==> config.mk <==
export PLATFORM = sky130hd
export DESIGN_NAME = grid_mesh_vertex_sequencer_unit_flat
export DESIGN_NICKNAME = d
export VERILOG_FILES = /design/src/rtl/gmvs_pkg.sv /design/src/rtl/gmvs_req_if.sv /design/src/rtl/gmvs_rsp_if.sv /design/src/rtl/gmvs_csr_if.sv /design/src/rtl/grid_mesh_vertex_sequencer_unit.sv /design/src/rtl/gmvs_divider.sv /design/src/rtl/gmvs_setup.sv /design/src/rtl/gmvs_walker.sv /design/src/flat_wrapper.sv
export SDC_FILE = /design/constraint.sdc
export NUM_CORES = 2
export LEC_CHECK = 0
export ABC_AREA = 1
export BUFFER_PORTS_ARGS = -buffer_cell sky130_fd_sc_hd__buf_2
export CAP_MARGIN = 20
export CORE_MARGIN = 8
export CORE_UTILIZATION = 35
export DETAILED_ROUTE_END_ITERATION = 16
export SLEW_MARGIN = 20
export SYNTH_ARGS = -nofsm -noshare
export SYNTH_HDL_FRONTEND = slang
export SYNTH_SLANG_ARGS = --single-unit
==> constraint.sdc <==
create_clock -name clock -period 14.3 [get_ports clock]
set_clock_uncertainty 0.2 [all_clocks]
set_input_delay 2.86 -clock clock [delete_from_list [all_inputs] [get_ports clock]]
set_output_delay 2.86 -clock clock [all_outputs]
set_load 0.02 [all_outputs]
==> src/rtl/gmvs_pkg.sv <==
// ----------------------------------------------------------------------------
// gmvs_pkg
// Shared types and constants of the grid mesh vertex sequencer.
// ----------------------------------------------------------------------------
package gmvs_pkg;

   localparam int MAX_CUTS_DEFAULT  = 255;
   localparam int FRAC_BITS_DEFAULT = 16;

   localparam int CFG_W       = 24;
   localparam int CUTS_W      = 8;
   localparam int IDX_W       = 17;
   localparam int VAL_W       = 32;
   localparam int CSR_INDEX_W = 4;

   localparam logic [CSR_INDEX_W-1:0] CSR_ASPECT        = 4'd0;
   localparam logic [CSR_INDEX_W-1:0] CSR_REPEAT_MARGIN = 4'd1;
   localparam logic [CSR_INDEX_W-1:0] CSR_CUTS_ACROSS   = 4'd2;
   localparam logic [CSR_INDEX_W-1:0] CSR_CUTS_DEEP     = 4'd3;

   // aspect 1.0 in Q8.16
   localparam logic [CFG_W-1:0] ASPECT_RESET = 24'h01_0000;

   typedef struct packed {
      logic [CFG_W-1:0]  aspect;
      logic [CFG_W-1:0]  repeat_margin;
      logic [CUTS_W-1:0] cuts_across;
      logic [CUTS_W-1:0] cuts_deep;
   } gmvs_cfg_type;

   typedef struct packed {
      logic             busy;
      logic [VAL_W-1:0] step_x;
      logic [VAL_W-1:0] step_u;
      logic [VAL_W-1:0] step_depth;
      logic [VAL_W-1:0] row_x;
   } gmvs_setup_type;

   typedef struct packed {
      logic signed [VAL_W-1:0] pos_x;
      logic signed [VAL_W-1:0] pos_z;
      logic signed [VAL_W-1:0] tex_u;
      logic signed [VAL_W-1:0] tex_v;
      logic [IDX_W-1:0]        vertex_number;
      logic                    quad_valid;
      logic [IDX_W-1:0]        corner_prev_left;
      logic [IDX_W-1:0]        corner_prev_right;
      logic [IDX_W-1:0]        corner_this_left;
      logic [IDX_W-1:0]        corner_this_right;
      logic                    final_vertex;
   } gmvs_result_type;

endpackage

==> src/rtl/gmvs_req_if.sv <==
// ----------------------------------------------------------------------------
// gmvs_req_if
// Request channel: one word per vertex, carrying the restart flag.
// ----------------------------------------------------------------------------
interface gmvs_req_if;
   logic valid;
   logic ready;
   logic restart;

   modport source (output valid, output restart, input ready);
   modport sink (input valid, input restart, output ready);
endinterface

==> src/rtl/gmvs_rsp_if.sv <==
// ----------------------------------------------------------------------------
// gmvs_rsp_if
// Response channel: one word per vertex with position, uv and quad corners.
// ----------------------------------------------------------------------------
interface gmvs_rsp_if;
   import gmvs_pkg::*;

   logic                    valid;
   logic                    ready;
   logic signed [VAL_W-1:0] pos_x;
   logic signed [VAL_W-1:0] pos_z;
   logic signed [VAL_W-1:0] tex_u;
   logic signed [VAL_W-1:0] tex_v;
   logic [IDX_W-1:0]        vertex_number;
   logic                    quad_valid;
   logic [IDX_W-1:0]        corner_prev_left;
   logic [IDX_W-1:0]        corner_prev_right;
   logic [IDX_W-1:0]        corner_this_left;
   logic [IDX_W-1:0]        corner_this_right;
   logic                    final_vertex;

   modport source (
      output valid, output pos_x, output pos_z, output tex_u, output tex_v,
      output vertex_number, output quad_valid, output corner_prev_left,
      output corner_prev_right, output corner_this_left,
      output corner_this_right, output final_vertex, input ready);
   modport sink (
      input valid, input pos_x, input pos_z, input tex_u, input tex_v,
      input vertex_number, input quad_valid, input corner_prev_left,
      input corner_prev_right, input corner_this_left,
      input corner_this_right, input final_vertex, output ready);
endinterface

==> src/rtl/gmvs_csr_if.sv <==
// ----------------------------------------------------------------------------
// gmvs_csr_if
// Register write channel: index and data, one word per register write.
// ----------------------------------------------------------------------------
interface gmvs_csr_if;
   import gmvs_pkg::*;

   logic                   valid;
   logic                   ready;
   logic [CSR_INDEX_W-1:0] index;
   logic [CFG_W-1:0]       data;

   modport source (output valid, output index, output data, input ready);
   modport sink (input valid, input index, input data, output ready);
endinterface

==> src/rtl/grid_mesh_vertex_sequencer_unit.sv <==
// ----------------------------------------------------------------------------
// grid_mesh_vertex_sequencer_unit
// Plane grid vertex sequencer: one vertex word per request word, with the
// quad corner indices, walking a (W+2) x (D+2) grid row by row.
// ----------------------------------------------------------------------------
// a vertex is registered onto the response port in the cycle after its request word is taken
// throughput: one vertex per cycle, limited by response back-pressure and by the set-up stall
// after a register write the request side stalls while the restoring dividers
// produce the steps, one quotient bit a cycle
// reset: registers at default values, steps ready, next word gives vertex 0
module grid_mesh_vertex_sequencer_unit #(
   parameter int MAX_CUTS  = gmvs_pkg::MAX_CUTS_DEFAULT,
   parameter int FRAC_BITS = gmvs_pkg::FRAC_BITS_DEFAULT
) (
   input logic        clock,
   input logic        reset,
   gmvs_req_if.sink   req_port,
   gmvs_rsp_if.source rsp_port,
   gmvs_csr_if.sink   csr_port
);

   import gmvs_pkg::*;

   logic [CFG_W-1:0]  aspect_ff;
   logic [CFG_W-1:0]  repeat_margin_ff;
   logic [CUTS_W-1:0] cuts_across_ff;
   logic [CUTS_W-1:0] cuts_deep_ff;
   logic              csr_write;
   gmvs_cfg_type      cfg;
   gmvs_setup_type    setup;

   assign csr_port.ready = 1'b1;
   assign csr_write      = csr_port.valid && csr_port.ready;

   always_ff @(posedge clock) begin
      if (reset) begin
         aspect_ff        <= ASPECT_RESET;
         repeat_margin_ff <= '0;
         cuts_across_ff   <= '0;
         cuts_deep_ff     <= '0;
      end else if (csr_write) begin
         case (csr_port.index)
            CSR_ASPECT: begin
               aspect_ff <= csr_port.data;
            end
            CSR_REPEAT_MARGIN: begin
               repeat_margin_ff <= csr_port.data;
            end
            CSR_CUTS_ACROSS: begin
               cuts_across_ff <= csr_port.data[CUTS_W-1:0];
            end
            CSR_CUTS_DEEP: begin
               cuts_deep_ff <= csr_port.data[CUTS_W-1:0];
            end
            default: begin
            end
         endcase
      end
   end

   assign cfg.aspect        = aspect_ff;
   assign cfg.repeat_margin = repeat_margin_ff;
   assign cfg.cuts_across   = cuts_across_ff;
   assign cfg.cuts_deep     = cuts_deep_ff;

   gmvs_setup #(.MAX_CUTS(MAX_CUTS), .FRAC_BITS(FRAC_BITS)) u_setup (
      .clock     (clock),
      .reset     (reset),
      .csr_write (csr_write),
      .cfg       (cfg),
      .setup     (setup)
   );

   gmvs_walker #(.MAX_CUTS(MAX_CUTS), .FRAC_BITS(FRAC_BITS)) u_walker (
      .clock (clock),
      .reset (reset),
      .req   (req_port),
      .rsp   (rsp_port),
      .cfg   (cfg),
      .setup (setup)
   );

endmodule

==> src/rtl/gmvs_divider.sv <==
// ----------------------------------------------------------------------------
// gmvs_divider
// Restoring divider, one quotient bit per cycle, MSB first.
// ----------------------------------------------------------------------------
module gmvs_divider #(
   parameter int DIVIDEND_W = 34,
   parameter int DIVISOR_W  = 9
) (
   input  logic                  clock,
   input  logic                  reset,
   input  logic                  start,
   input  logic [DIVIDEND_W-1:0] dividend,
   input  logic [DIVISOR_W-1:0]  divisor,
   output logic                  busy,
   output logic [DIVIDEND_W-1:0] quotient
);

   localparam int CNT_W = $clog2(DIVIDEND_W);

   logic                  busy_ff, busy_in;
   logic [CNT_W-1:0]      count_ff, count_in;
   logic [DIVIDEND_W-1:0] quo_ff, quo_in;
   logic [DIVISOR_W-1:0]  rem_ff, rem_in;
   logic [DIVISOR_W-1:0]  dsr_ff, dsr_in;
   logic [DIVISOR_W:0]    trial;
   logic [DIVISOR_W:0]    diff;
   logic                  fits;

   always_comb begin
      trial    = {rem_ff, quo_ff[DIVIDEND_W-1]};
      diff     = trial - {1'b0, dsr_ff};
      fits     = (trial >= {1'b0, dsr_ff});
      busy_in  = busy_ff;
      count_in = count_ff;
      quo_in   = quo_ff;
      rem_in   = rem_ff;
      dsr_in   = dsr_ff;
      if (start) begin
         busy_in  = 1'b1;
         count_in = '0;
         quo_in   = dividend;
         rem_in   = '0;
         dsr_in   = divisor;
      end else if (busy_ff) begin
         // remainder stays below the divisor, so it fits the divisor width
         quo_in   = {quo_ff[DIVIDEND_W-2:0], fits};
         rem_in   = fits ? diff[DIVISOR_W-1:0] : trial[DIVISOR_W-1:0];
         count_in = count_ff + 1'b1;
         if (count_ff == CNT_W'(DIVIDEND_W - 1)) begin
            busy_in = 1'b0;
         end
      end
   end

   always_ff @(posedge clock) begin
      if (reset) begin
         busy_ff  <= 1'b0;
         count_ff <= '0;
      end else begin
         busy_ff  <= busy_in;
         count_ff <= count_in;
      end
      quo_ff <= quo_in;
      rem_ff <= rem_in;
      dsr_ff <= dsr_in;
   end

   assign busy     = busy_ff;
   assign quotient = quo_ff;

endmodule

==> src/rtl/gmvs_setup.sv <==
// ----------------------------------------------------------------------------
// gmvs_setup
// Step set-up: aspect product, row start x and the three step quotients,
// recomputed after every register write.
// ----------------------------------------------------------------------------
module gmvs_setup #(
   parameter int MAX_CUTS  = gmvs_pkg::MAX_CUTS_DEFAULT,
   parameter int FRAC_BITS = gmvs_pkg::FRAC_BITS_DEFAULT
) (
   input  logic                    clock,
   input  logic                    reset,
   input  logic                    csr_write,
   input  gmvs_pkg::gmvs_cfg_type  cfg,
   output gmvs_pkg::gmvs_setup_type setup
);

   import gmvs_pkg::*;

   localparam int UV_W      = ((FRAC_BITS > CFG_W + 1) ? FRAC_BITS : CFG_W + 1) + 1;
   localparam int PROD_W    = CFG_W + UV_W;
   localparam int XQ_W      = PROD_W - FRAC_BITS;
   localparam int DIV_W     = (XQ_W > VAL_W) ? XQ_W : VAL_W;
   localparam int EFF_CUTS  = (MAX_CUTS < 2**CUTS_W - 1) ? MAX_CUTS : 2**CUTS_W - 1;
   localparam int LAST_W    = $clog2(EFF_CUTS + 2);

   localparam logic [PROD_W-1:0] PROD_RESET   = PROD_W'(ASPECT_RESET) << FRAC_BITS;
   localparam logic [VAL_W-1:0]  STEP_X_RESET = VAL_W'(ASPECT_RESET);
   localparam logic [VAL_W-1:0]  ONE_STEP     = VAL_W'(1) << FRAC_BITS;
   localparam logic [DIV_W-1:0]  DEPTH_DIVIDEND = DIV_W'(1) << FRAC_BITS;
   localparam logic [63:0]       MAG_LIMIT    = 64'h0000_0000_8000_0000;

   logic [UV_W-1:0]   uv_width;
   logic [PROD_W-1:0] prod;
   logic [PROD_W-1:0] prod_ff;
   logic [LAST_W-1:0] width_div;
   logic [LAST_W-1:0] depth_div;
   logic              pending_ff;
   logic              run_ff;
   logic [VAL_W-1:0]  step_x_ff, step_u_ff, step_depth_ff;
   logic [DIV_W-1:0]  quo_x, quo_u, quo_d;
   logic              busy_x, busy_u, busy_d;
   logic              div_busy;
   logic [63:0]       mag;

   function automatic logic [VAL_W-1:0] sat_step(input logic [DIV_W-1:0] q);
      sat_step = (|q[DIV_W-1:VAL_W-1]) ? 32'h7FFF_FFFF : {1'b0, q[VAL_W-2:0]};
   endfunction

   always_comb begin
      uv_width  = (UV_W'(1) << FRAC_BITS) + UV_W'({cfg.repeat_margin, 1'b0});
      prod      = PROD_W'(cfg.aspect) * PROD_W'(uv_width);
      width_div = (32'(cfg.cuts_across) > MAX_CUTS) ? LAST_W'(EFF_CUTS + 1)
                                                   : LAST_W'(cfg.cuts_across) + 1'b1;
      depth_div = (32'(cfg.cuts_deep) > MAX_CUTS) ? LAST_W'(EFF_CUTS + 1)
                                                 : LAST_W'(cfg.cuts_deep) + 1'b1;
   end

   // x step: floor(prod / (wd << frac)) is floor((prod >> frac) / wd)
   gmvs_divider #(.DIVIDEND_W(DIV_W), .DIVISOR_W(LAST_W)) u_div_x (
      .clock    (clock),
      .reset    (reset),
      .start    (pending_ff),
      .dividend (DIV_W'(prod >> FRAC_BITS)),
      .divisor  (width_div),
      .busy     (busy_x),
      .quotient (quo_x)
   );

   gmvs_divider #(.DIVIDEND_W(DIV_W), .DIVISOR_W(LAST_W)) u_div_u (
      .clock    (clock),
      .reset    (reset),
      .start    (pending_ff),
      .dividend (DIV_W'(uv_width)),
      .divisor  (width_div),
      .busy     (busy_u),
      .quotient (quo_u)
   );

   gmvs_divider #(.DIVIDEND_W(DIV_W), .DIVISOR_W(LAST_W)) u_div_d (
      .clock    (clock),
      .reset    (reset),
      .start    (pending_ff),
      .dividend (DEPTH_DIVIDEND),
      .divisor  (depth_div),
      .busy     (busy_d),
      .quotient (quo_d)
   );

   assign div_busy = busy_x | busy_u | busy_d;

   always_ff @(posedge clock) begin
      if (reset) begin
         pending_ff    <= 1'b0;
         run_ff        <= 1'b0;
         prod_ff       <= PROD_RESET;
         step_x_ff     <= STEP_X_RESET;
         step_u_ff     <= ONE_STEP;
         step_depth_ff <= ONE_STEP;
      end else begin
         pending_ff <= csr_write;
         prod_ff    <= prod;
         if (pending_ff) begin
            run_ff <= 1'b1;
         end else if (run_ff && !div_busy) begin
            run_ff        <= 1'b0;
            step_x_ff     <= sat_step(quo_x);
            step_u_ff     <= sat_step(quo_u);
            step_depth_ff <= sat_step(quo_d);
         end
      end
   end

   // row start x magnitude saturates at 2^31
   always_comb begin
      mag = 64'(prod_ff >> (FRAC_BITS + 1));
      if (mag > MAG_LIMIT) begin
         mag = MAG_LIMIT;
      end
   end

   assign setup.busy       = pending_ff | run_ff;
   assign setup.step_x     = step_x_ff;
   assign setup.step_u     = step_u_ff;
   assign setup.step_depth = step_depth_ff;
   assign setup.row_x      = 32'd0 - mag[VAL_W-1:0];

endmodule

==> src/rtl/gmvs_walker.sv <==
// ----------------------------------------------------------------------------
// gmvs_walker
// Grid walk state, per-vertex accumulation and the response register.
// ----------------------------------------------------------------------------
module gmvs_walker #(
   parameter int MAX_CUTS  = gmvs_pkg::MAX_CUTS_DEFAULT,
   parameter int FRAC_BITS = gmvs_pkg::FRAC_BITS_DEFAULT
) (
   input  logic                     clock,
   input  logic                     reset,
   gmvs_req_if.sink                 req,
   gmvs_rsp_if.source               rsp,
   input  gmvs_pkg::gmvs_cfg_type   cfg,
   input  gmvs_pkg::gmvs_setup_type setup
);

   import gmvs_pkg::*;

   localparam int EFF_CUTS = (MAX_CUTS < 2**CUTS_W - 1) ? MAX_CUTS : 2**CUTS_W - 1;
   localparam int LAST_W   = $clog2(EFF_CUTS + 2);

   localparam logic [VAL_W-1:0] ONE_STEP     = VAL_W'(1) << FRAC_BITS;
   localparam logic [VAL_W-1:0] HALF_NEG     = 32'd0 - (VAL_W'(1) << (FRAC_BITS - 1));
   localparam logic [VAL_W-1:0] ROW_X_RESET  = 32'd0 - VAL_W'(ASPECT_RESET >> 1);
   localparam logic [VAL_W-1:0] STEP_X_RESET = VAL_W'(ASPECT_RESET);

   logic [LAST_W-1:0] col_ff, col_in, row_ff, row_in;
   logic [VAL_W-1:0]  acc_x_ff, acc_x_in, acc_z_ff, acc_z_in;
   logic [VAL_W-1:0]  acc_u_ff, acc_u_in, acc_v_ff, acc_v_in;
   logic [IDX_W-1:0]  rs_now_ff, rs_now_in, rs_before_ff, rs_before_in;
   logic [IDX_W-1:0]  vtx_ff, vtx_in;
   logic [VAL_W-1:0]  step_x_ff, step_x_in, step_u_ff, step_u_in;
   logic [VAL_W-1:0]  step_d_ff, step_d_in;
   logic              rsp_valid_ff, rsp_valid_in;
   gmvs_result_type   result_ff, result_in;

   logic              accept;
   logic [VAL_W-1:0]  neg_margin;
   logic [LAST_W-1:0] last_col, last_row;
   logic [LAST_W-1:0] cur_col, cur_row;
   logic [VAL_W-1:0]  cur_x, cur_z, cur_u, cur_v;
   logic [IDX_W-1:0]  cur_rs_now, cur_rs_before, cur_vtx, vtx_next;
   logic [VAL_W-1:0]  cur_step_x, cur_step_u, cur_step_d;
   logic              quad, row_end, fin;
   logic [IDX_W-1:0]  col_idx;

   assign req.ready = (!rsp_valid_ff || rsp.ready) && !setup.busy;
   assign accept    = req.valid && req.ready;

   always_comb begin
      neg_margin = 32'd0 - VAL_W'(cfg.repeat_margin);
      last_col   = (32'(cfg.cuts_across) > MAX_CUTS) ? LAST_W'(EFF_CUTS + 1)
                                                    : LAST_W'(cfg.cuts_across) + 1'b1;
      last_row   = (32'(cfg.cuts_deep) > MAX_CUTS) ? LAST_W'(EFF_CUTS + 1)
                                                  : LAST_W'(cfg.cuts_deep) + 1'b1;

      // a restart word walks from a freshly set-up origin
      cur_col       = req.restart ? '0 : col_ff;
      cur_row       = req.restart ? '0 : row_ff;
      cur_x         = req.restart ? setup.row_x : acc_x_ff;
      cur_z         = req.restart ? HALF_NEG : acc_z_ff;
      cur_u         = req.restart ? neg_margin : acc_u_ff;
      cur_v         = req.restart ? '0 : acc_v_ff;
      cur_rs_now    = req.restart ? '0 : rs_now_ff;
      cur_rs_before = req.restart ? '0 : rs_before_ff;
      cur_vtx       = req.restart ? '0 : vtx_ff;
      cur_step_x    = req.restart ? setup.step_x : step_x_ff;
      cur_step_u    = req.restart ? setup.step_u : step_u_ff;
      cur_step_d    = req.restart ? setup.step_depth : step_d_ff;

      quad     = (cur_col != '0) && (cur_row != '0);
      row_end  = (cur_col >= last_col);
      fin      = row_end && (cur_row >= last_row);
      col_idx  = IDX_W'(cur_col);
      vtx_next = cur_vtx + 1'b1;

      result_in.pos_x             = cur_x;
      result_in.pos_z             = cur_z;
      result_in.tex_u             = cur_u;
      result_in.tex_v             = cur_v;
      result_in.vertex_number     = cur_vtx;
      result_in.quad_valid        = quad;
      result_in.corner_prev_left  = quad ? cur_rs_before + col_idx - 1'b1 : '0;
      result_in.corner_prev_right = quad ? cur_rs_before + col_idx : '0;
      result_in.corner_this_left  = quad ? cur_rs_now + col_idx - 1'b1 : '0;
      result_in.corner_this_right = quad ? cur_rs_now + col_idx : '0;
      result_in.final_vertex      = fin;

      if (fin) begin
         // last vertex: set up again from the registers as they stand now
         col_in       = '0;
         row_in       = '0;
         acc_x_in     = setup.row_x;
         acc_z_in     = HALF_NEG;
         acc_u_in     = neg_margin;
         acc_v_in     = '0;
         rs_now_in    = '0;
         rs_before_in = '0;
         vtx_in       = '0;
         step_x_in    = setup.step_x;
         step_u_in    = setup.step_u;
         step_d_in    = setup.step_depth;
      end else begin
         step_x_in    = cur_step_x;
         step_u_in    = cur_step_u;
         step_d_in    = cur_step_d;
         vtx_in       = vtx_next;
         acc_z_in     = cur_z;
         acc_v_in     = cur_v;
         rs_now_in    = cur_rs_now;
         rs_before_in = cur_rs_before;
         row_in       = cur_row;
         if (row_end) begin
            col_in       = '0;
            row_in       = cur_row + 1'b1;
            acc_x_in     = setup.row_x;
            acc_u_in     = neg_margin;
            acc_z_in     = cur_z + cur_step_d;
            acc_v_in     = cur_v + cur_step_d;
            rs_before_in = cur_rs_now;
            rs_now_in    = vtx_next;
         end else begin
            col_in   = cur_col + 1'b1;
            acc_x_in = cur_x + cur_step_x;
            acc_u_in = cur_u + cur_step_u;
         end
      end

      if (accept) begin
         rsp_valid_in = 1'b1;
      end else if (rsp.ready) begin
         rsp_valid_in = 1'b0;
      end else begin
         rsp_valid_in = rsp_valid_ff;
      end
   end

   always_ff @(posedge clock) begin
      if (reset) begin
         rsp_valid_ff <= 1'b0;
         col_ff       <= '0;
         row_ff       <= '0;
         acc_x_ff     <= ROW_X_RESET;
         acc_z_ff     <= HALF_NEG;
         acc_u_ff     <= '0;
         acc_v_ff     <= '0;
         rs_now_ff    <= '0;
         rs_before_ff <= '0;
         vtx_ff       <= '0;
         step_x_ff    <= STEP_X_RESET;
         step_u_ff    <= ONE_STEP;
         step_d_ff    <= ONE_STEP;
      end else begin
         rsp_valid_ff <= rsp_valid_in;
         if (accept) begin
            col_ff       <= col_in;
            row_ff       <= row_in;
            acc_x_ff     <= acc_x_in;
            acc_z_ff     <= acc_z_in;
            acc_u_ff     <= acc_u_in;
            acc_v_ff     <= acc_v_in;
            rs_now_ff    <= rs_now_in;
            rs_before_ff <= rs_before_in;
            vtx_ff       <= vtx_in;
            step_x_ff    <= step_x_in;
            step_u_ff    <= step_u_in;
            step_d_ff    <= step_d_in;
         end
      end
      if (accept) begin
         result_ff <= result_in;
      end
   end

   assign rsp.valid             = rsp_valid_ff;
   assign rsp.pos_x             = result_ff.pos_x;
   assign rsp.pos_z             = result_ff.pos_z;
   assign rsp.tex_u             = result_ff.tex_u;
   assign rsp.tex_v             = result_ff.tex_v;
   assign rsp.vertex_number     = result_ff.vertex_number;
   assign rsp.quad_valid        = result_ff.quad_valid;
   assign rsp.corner_prev_left  = result_ff.corner_prev_left;
   assign rsp.corner_prev_right = result_ff.corner_prev_right;
   assign rsp.corner_this_left  = result_ff.corner_this_left;
   assign rsp.corner_this_right = result_ff.corner_this_right;
   assign rsp.final_vertex      = result_ff.final_vertex;

endmodule

==> src/flat_wrapper.sv <==
// flat-port wrapper written by rule: the top's interface ports become plain ports
module grid_mesh_vertex_sequencer_unit_flat import gmvs_pkg::*;
#(
   parameter int MAX_CUTS  = gmvs_pkg::MAX_CUTS_DEFAULT,
   parameter int FRAC_BITS = gmvs_pkg::FRAC_BITS_DEFAULT
)
  (clock, reset, req_port_valid, req_port_restart, req_port_ready, rsp_port_valid, rsp_port_pos_x, rsp_port_pos_z, rsp_port_tex_u, rsp_port_tex_v, rsp_port_vertex_number, rsp_port_quad_valid, rsp_port_corner_prev_left, rsp_port_corner_prev_right, rsp_port_corner_this_left, rsp_port_corner_this_right, rsp_port_final_vertex, rsp_port_ready, csr_port_valid, csr_port_index, csr_port_data, csr_port_ready);
  gmvs_req_if req_port_i ();
  gmvs_rsp_if rsp_port_i ();
  gmvs_csr_if csr_port_i ();
  input logic clock;
  input logic reset;
  input wire logic [$bits(req_port_i.valid)-1:0] req_port_valid;
  input wire logic [$bits(req_port_i.restart)-1:0] req_port_restart;
  output wire logic [$bits(req_port_i.ready)-1:0] req_port_ready;
  output wire logic [$bits(rsp_port_i.valid)-1:0] rsp_port_valid;
  output wire logic [$bits(rsp_port_i.pos_x)-1:0] rsp_port_pos_x;
  output wire logic [$bits(rsp_port_i.pos_z)-1:0] rsp_port_pos_z;
  output wire logic [$bits(rsp_port_i.tex_u)-1:0] rsp_port_tex_u;
  output wire logic [$bits(rsp_port_i.tex_v)-1:0] rsp_port_tex_v;
  output wire logic [$bits(rsp_port_i.vertex_number)-1:0] rsp_port_vertex_number;
  output wire logic [$bits(rsp_port_i.quad_valid)-1:0] rsp_port_quad_valid;
  output wire logic [$bits(rsp_port_i.corner_prev_left)-1:0] rsp_port_corner_prev_left;
  output wire logic [$bits(rsp_port_i.corner_prev_right)-1:0] rsp_port_corner_prev_right;
  output wire logic [$bits(rsp_port_i.corner_this_left)-1:0] rsp_port_corner_this_left;
  output wire logic [$bits(rsp_port_i.corner_this_right)-1:0] rsp_port_corner_this_right;
  output wire logic [$bits(rsp_port_i.final_vertex)-1:0] rsp_port_final_vertex;
  input wire logic [$bits(rsp_port_i.ready)-1:0] rsp_port_ready;
  input wire logic [$bits(csr_port_i.valid)-1:0] csr_port_valid;
  input wire logic [$bits(csr_port_i.index)-1:0] csr_port_index;
  input wire logic [$bits(csr_port_i.data)-1:0] csr_port_data;
  output wire logic [$bits(csr_port_i.ready)-1:0] csr_port_ready;
  assign req_port_i.valid = req_port_valid;
  assign req_port_i.restart = req_port_restart;
  assign req_port_ready = req_port_i.ready;
  assign rsp_port_valid = rsp_port_i.valid;
  assign rsp_port_pos_x = rsp_port_i.pos_x;
  assign rsp_port_pos_z = rsp_port_i.pos_z;
  assign rsp_port_tex_u = rsp_port_i.tex_u;
  assign rsp_port_tex_v = rsp_port_i.tex_v;
  assign rsp_port_vertex_number = rsp_port_i.vertex_number;
  assign rsp_port_quad_valid = rsp_port_i.quad_valid;
  assign rsp_port_corner_prev_left = rsp_port_i.corner_prev_left;
  assign rsp_port_corner_prev_right = rsp_port_i.corner_prev_right;
  assign rsp_port_corner_this_left = rsp_port_i.corner_this_left;
  assign rsp_port_corner_this_right = rsp_port_i.corner_this_right;
  assign rsp_port_final_vertex = rsp_port_i.final_vertex;
  assign rsp_port_i.ready = rsp_port_ready;
  assign csr_port_i.valid = csr_port_valid;
  assign csr_port_i.index = csr_port_index;
  assign csr_port_i.data = csr_port_data;
  assign csr_port_ready = csr_port_i.ready;
  grid_mesh_vertex_sequencer_unit #(.MAX_CUTS(MAX_CUTS), .FRAC_BITS(FRAC_BITS)) u_core (.clock(clock), .reset(reset), .req_port(req_port_i), .rsp_port(rsp_port_i), .csr_port(csr_port_i));
endmodule
======== Word level (Yosys, flattened, before mapping) ========
Index checks and enable logic that the tools add are counted.
W data, S select, Z words.
word-level totals
  register bits after elaboration ......... 889
  bits of input ports ..................... 34
  output and inout port bits .............. 218
  logic and storage cells ................. 169
cells by class
  add/sub/neg operators ................... 22
  $mul .................................... 1
  magnitude comparators ................... 6
  equality and inequality tests ........... 6
  multiplexer cells ....................... 56
  bitwise gates (word level) .............. 4
  reductions and logical operators ........ 25
operator list
  operator                  number
  $mux W32                  19
  $mux W17                  8
  $add A32 B32 Y32          4
  $mux W31                  3
  $mux W9                   9
  $mux W34                  2
  $mux W26                  2
  $mul A24 B26 Y50          1
  $add A17 B9 Y17           2
  $sub A17 B1 Y17 const B   2
  $gt A33 B32 Y1 const B    1
  $sub A1 B32 Y32 const A   1
  $ge A10 B9 Y1             3
  $sub A9 B9 Y9             3
  $add A17 B25 Y26 const A  1
  $sub A1 B24 Y25 const A   1
  $add A6 B1 Y6 const B     3
  $add A8 B1 Y9 const B     2
  $add A9 B1 Y9 const B     2
  $eq A6 B6 Y1 const B      3
  $ge A9 B9 Y1              2
  $reduce_bool A9 Y1        2
  $add A17 B1 Y17 const B   1
  $mux W1                   13
  12 further kinds          30

======== Logic depth before layout (Yosys ltp) ========
  word-level depth ........................ 7
  depth in mapped cells ................... 34

======== By module ========
Synthesis repeated with hierarchy kept, for this count alone.
unflattened totals
  cells, all modules ...................... 9,672
  area total of the unflattened synthesis .. 71,621.2 um^2
modules (own cells, without submodules)
  module                           instances  cells each  area each (um^2)  seq. area each (um^2)
  gmvs_walker                      1          4,571       33,179.3          12,341.8
  gmvs_setup                       1          3,553       26,359.0          2,562.5
  gmvs_divider                     3          360         3,006.6           1,611.5
  grid_mesh_vertex_sequencer_unit  1          468         3,062.9           1,281.2

======== Worst setup path before layout ========
Ideal clock, no wire load.
  kind .................................... input to register
  start ................................... in rsp_port_ready
  end ..................................... reg u_core.u_walker.col_ff[4]
  arrival ................................. 10.458 ns
  path slack .............................. 3.243 ns
  cell stages on the path ................. 7
  cells stage by stage .................... nor2_1 > nor3_1 > nand2_1 > inv_2 > clkbuf_1 > clkbuf_1 > a21oi_1
on the way
  cells in the longest elaborated chain, start to end .. 3
RTL lines
  element                     line                source
  from (decl)                 flat_wrapper.sv:28  input wire logic [$bits(rsp_port_i.ready)-1:0] rsp_port_ready;
  $logic_or A1 B1 Y1          gmvs_walker.sv:47   assign req.ready = (!rsp_valid_ff || rsp.ready) && !setup.busy;
  $logic_and A1 B1 Y1         gmvs_walker.sv:47
  net req_port_ready          flat_wrapper.sv:15  output wire logic [$bits(req_port_i.ready)-1:0] req_port_ready;
  $logic_and A1 B1 Y1         gmvs_walker.sv:48   assign accept = req.valid && req.ready;
  net u_core.u_walker.accept  gmvs_walker.sv:37   logic accept;
  to (signal assigned)        gmvs_walker.sv:156  col_ff <= col_in;
  to (decl)                   gmvs_walker.sv:27   logic [LAST_W-1:0] col_ff, col_in, row_ff, row_in;
The timed path passes the listed nets, and every way through them passes these cells.
A chain may end at the register's enable or synchronous reset.

======== Worst setup path in the final report ========
  start ................................... reg u_core.repeat_margin_ff[15]
  end ..................................... reg u_core.u_setup.u_div_x.quo_ff[27] (netlist: u_core.u_setup.u_div_x.quotient[27]), data pin
on the way
  cells in the longest elaborated chain, start to end .. 3
RTL lines
  element                                line                                   source
  from (decl)                            grid_mesh_vertex_sequencer_unit.sv:25  logic [CFG_W-1:0] repeat_margin_ff;
  from (signal assigned)                 grid_mesh_vertex_sequencer_unit.sv:47  repeat_margin_ff <= csr_port.data;
  $add A17 B25 Y26                       gmvs_setup.sv:50                       uv_width = (UV_W'(1) << FRAC_BITS) + UV_W'({cfg.repeat_margin, 1'b0});
  $mul A24 B26 Y50                       gmvs_setup.sv:51                       prod = PROD_W'(cfg.aspect) * PROD_W'(uv_width);
  $mux W34                               gmvs_divider.sv:38                     if (start) begin
  net u_core.u_setup.u_div_x.quo_in[27]  gmvs_divider.sv:22                     logic [DIVIDEND_W-1:0] quo_ff, quo_in;
  to (signal assigned)                   gmvs_divider.sv:63                     quo_ff <= quo_in;
  to (decl)                              gmvs_divider.sv:22
The timed path passes the listed nets, and every way through them passes these cells.

==> impl_summary.txt <==
----------------------------------------------------
[STA]
  Final max-slew violation count ... 0
  Setup repair after global routing missed its margin ... false
  Count of endpoints failing setup in the final report ... 0
  Part of the cycle the worst path needs ... 69.1%
  Fin Hold WS ... 0.261 ns
  Setup WS post-layout ... 4.42 ns
  Fin crit period ... 9.88 ns
  Slew Limit Headroom ... 17.9%
  Sum of negative setup slack ... 0 ns
  Worst Tran Pin Value ... 1.22 ns
  Fmax ... 101 MHz
  Fin. Hold Viols ... 0

[Finish]
  Total area of sequential cells ... 20300 um2
  Layout Nets ... 9932
  Layout area overhead ... 10.1%
  Count of fill cells added during filler insertion ... 19900
  Area occupied by multi-input gates ... 40100 um2
  Layout cells sized above 1 ... 7.29%
  Core occupancy in the finished layout ... 38.6%

[Run status]
  Status ... completed

[Worst setup path]
  Worst setup path startpoint ... u_core.repeat_margin_ff[15]
  Worst path max stage delay ... 0.89 ns
  Setup crit start kind ... flip-flop
  Worst path slowest cell ... sky130_fd_sc_hd__dfxtp_1
  Worst flop-to-flop path startpoint ... u_core.repeat_margin_ff[15]
  Critical Path AT ... 10.10 ns
  Worst reg2reg setup slack ... 4.42 ns
  Endpoint type of the worst setup path ... flip-flop
  Critical path fanouts, max ... 17
  Critical path class ... flip-flop to flip-flop
  Required arrival time at the worst endpoint ... 14.52 ns

[Synthesis]
  Synthesized instance count ... 9006
  Synthesized area ... 68200 um2
  Unique cell type count in the Yosys netlist ... 79
  Number of synthesized register bits ... 869
  Mean cell area of the mapped netlist ... 7.57 um2
  Share of Yosys cell area claimed by the top area cell type ... 16.9%
  Register area share after synthesis ... 29.8%
  Synthesis warning total ... 0
  Async S/R FF share, synth ... 0%
  Most used standard cell by instance count after synthesis ... sky130_fd_sc_hd__nand2_1
  Prevailing post-synth register cell ... sky130_fd_sc_hd__dfxtp_1
  Number of enable-type register cells in the synthesized netlist ... 293
  Syn nets ... 9929
  Ranking of synthesized cells by instance count ... 1987 x sky130_fd_sc_hd__nand2_1, 1581 x sky130_fd_sc_hd__inv_1, 728 x sky130_fd_sc_hd__nor2_1
  Main area contributors after synthesis ... sky130_fd_sc_hd__dfxtp_1 17%, sky130_fd_sc_hd__fa_1 15%, sky130_fd_sc_hd__edfxtp_1 13%, sky130_fd_sc_hd__nand2_1 11%, sky130_fd_sc_hd__inv_1 8.7%
  Leading area contributor after synthesis ... sky130_fd_sc_hd__dfxtp_1

[Clock tree]
  Clock root buffer ... sky130_fd_sc_hd__clkbuf_16
  Clock-pin slew on the worst setup and hold paths ... 0.07 ns
  Number of levels the H-tree was split into ... 3
  Buffers from clock root to sink, at most ... 3
  Clock latency at the later pin of the worst-skew pair ... 0.73 ns
  Number of gates resized after cts ... 0
  Number of clock sinks seen by CTS ... 869
  TritonCTS clock tree ... done
  Post-cts hold buffer count ... 0
  Number of buffers created by CTS ... 97
  Number of buffers inserted to repair setup after CTS ... 0

[Placed design]
  Worst Setup Slack post-DPL ... 4.54 ns
  Total half-perimeter wirelength after legalization and detailed placement ... 170000 um
  GPL Wtd Cong ... 0.935
  Buffers on Ports ... 250

[Routing]
  DRC violations left ... 0
  Router iterations before antenna repair ... 9
  Detail-routed via count per cell ... 5.12
  Routed via count ... 59600
  Routed Wire Length ... 227000 um
  Detail-routed net length per standard cell ... 19.5 um
  Routed Antenna Nets ... 0
  Starting DRT DRC Count ... 4553

[Floorplanning]
  Die width ... 457 um
  Floorplan die area ... 209000 um2
  Die Y-Extent ... 457 um
  Effective utilization at floorplan ... 35.1%
  Boundary Pins ... 252
  Core footprint ... 194000 um2
  Site Rows ... 162

[Power and ir drop]
  Leak Pwr ... 35.3 nW
  Worst supply voltage drop on vdd ... 0.0999 mV
  Power density cells ... 98.4 nW/um2
  Internal power contribution ... 4.88 mW
  Total chip power ... 7.39 mW
  Portion of total power attributed to the clock network ... 36.9%
  Switching fraction of total power ... 34.0%
  Part of the power in registers ... 39.0%
  Relative contribution of combinational cells to total power ... 24.0%
  Net switching power ... 2.51 mW

[Job]
  Max-cap violation count ... 0

[GRT]
  Via count of the first global-routing pass ... 59700
  Pin count of the biggest net entering global routing ... 140
  Antenna violations before repair ... 15
  GRT Total Usage ... 21.0%
  Wire length of the first global-routing pass ... 351000 um
  Remaining global-route overflow ... 0

[Worst hold path]
  Worst hold path class ... flip-flop to flip-flop
  Launch instance of the worst min-delay path ... u_core.u_walker.acc_z_ff[30]

----------------------------------------------------
==> kinds of logic (layout without fill, tap and decap cells) <==
kind of cell	count (synthesis)	after routing	synth area share (%)
simple gates	3337	3337	20.3
buf+inv	2033	2120	11.4
compound gates	1684	1684	14.0
fa+ha+maj	889	889	21.9
flops	869	869	29.8
xor+xnor	193	193	2.54
other cells	1	17	0.00550
==> cells in the final DEF, fill, tap and decap left out, drive strengths merged, types with 9 or more instances in the layout <==
master / instances
dfxtp: 576
nor2: 751
xor2: 116
a21oi: 655
inv: 1608
nand2: 2009
a21boi: 12
o221ai: 11
nor4: 16
xnor2: 77
edfxtp: 293
a211oi: 104
nand3b: 20
o211ai: 128
buf: 328
o21ai: 617
clkinvlp: 9
o21bai: 19
nand3: 259
diode: 16
fa: 512
nor3: 158
o31ai: 11
a31oi: 27
bufinv: 12
ha: 377
a22oi: 9
or2: 53
clkinv: 43
nand4: 62
clkbuf: 120
a21o: 26
o21a: 21
o22ai: 13
==> metal layers <==
metal,track usage (%),up-vias,wire [um]
met5,0,-,0
met4,10.5,0,12000
met3,2.14,450,11800
met2,36.2,1842,109000
met1,26.2,28700,94200
li1,-,28700,-
==> critical path: cells and delay by family (launching register included) <==
kind | cells | cell delay (ns)
DFF | 1 | 0.89
xor gates and xnor gates | 1 | 0.22
buffers and inverters | 7 | 1.66
adders and majority gates | 8 | 3.81
AOI/OAI and AO/OA | 4 | 0.79
and+or+nand+nor | 10 | 1.98
==> stage by stage <==
stage / area, um2 / cells
4_1_cts: 75100 / 11600
3_3_place_gp: 71600 / 11500
3_5_place_dp: 71600 / 11500
2_1_floorplan: 68200 / 9006
5_1_grt: 75100 / 11600
6_report: 75100 / 11700
==> path summary, 6_finish.rpt <==
kind | cells after the start | end
min | 2 | u_core.u_walker.acc_z_ff[30]
max reg2reg | 30 | u_core.u_setup.u_div_x.quotient[27]
max | 30 | u_core.u_setup.u_div_x.quotient[27]
min reg2reg | 2 | u_core.u_walker.acc_z_ff[30]
==> flip-flops by register name (all words and copies together) (netlist names), 33 cells and up <==
name and count:
u_core.u_setup.u_div_d.quotient 34, u_core.u_setup.prod_ff 33, u_core.u_setup.u_div_u.quotient 34, u_core.u_setup.u_div_x.quotient 34
==> cell type report <==
cell class                      instances  share of cell area (%)
Sequential cell                       869                    27.1
Antenna cell                           16                  0.0533
Clock inverter                         63                    1.05
Clock buffer                          120                    3.59
Inverter                             1609                    8.08
Timing Repair Buffer                  328                    2.49
Multi-Input combinational cell       6104                    53.4
Tap cell                             2542                    4.23
==> power groups by stage <==
stage	sequential [mW]	clock, mW	combinational (mW)
after CTS	2.89	2.79	1.78
final	2.89	2.73	1.78
after detailed placement	2.94	0	1.77
after floorplan	2.96	0	1.21
after global placement	2.93	0	1.74
after global routing	2.91	2.87	1.98
No activity file was read; power rests on OpenSTA's default activity.
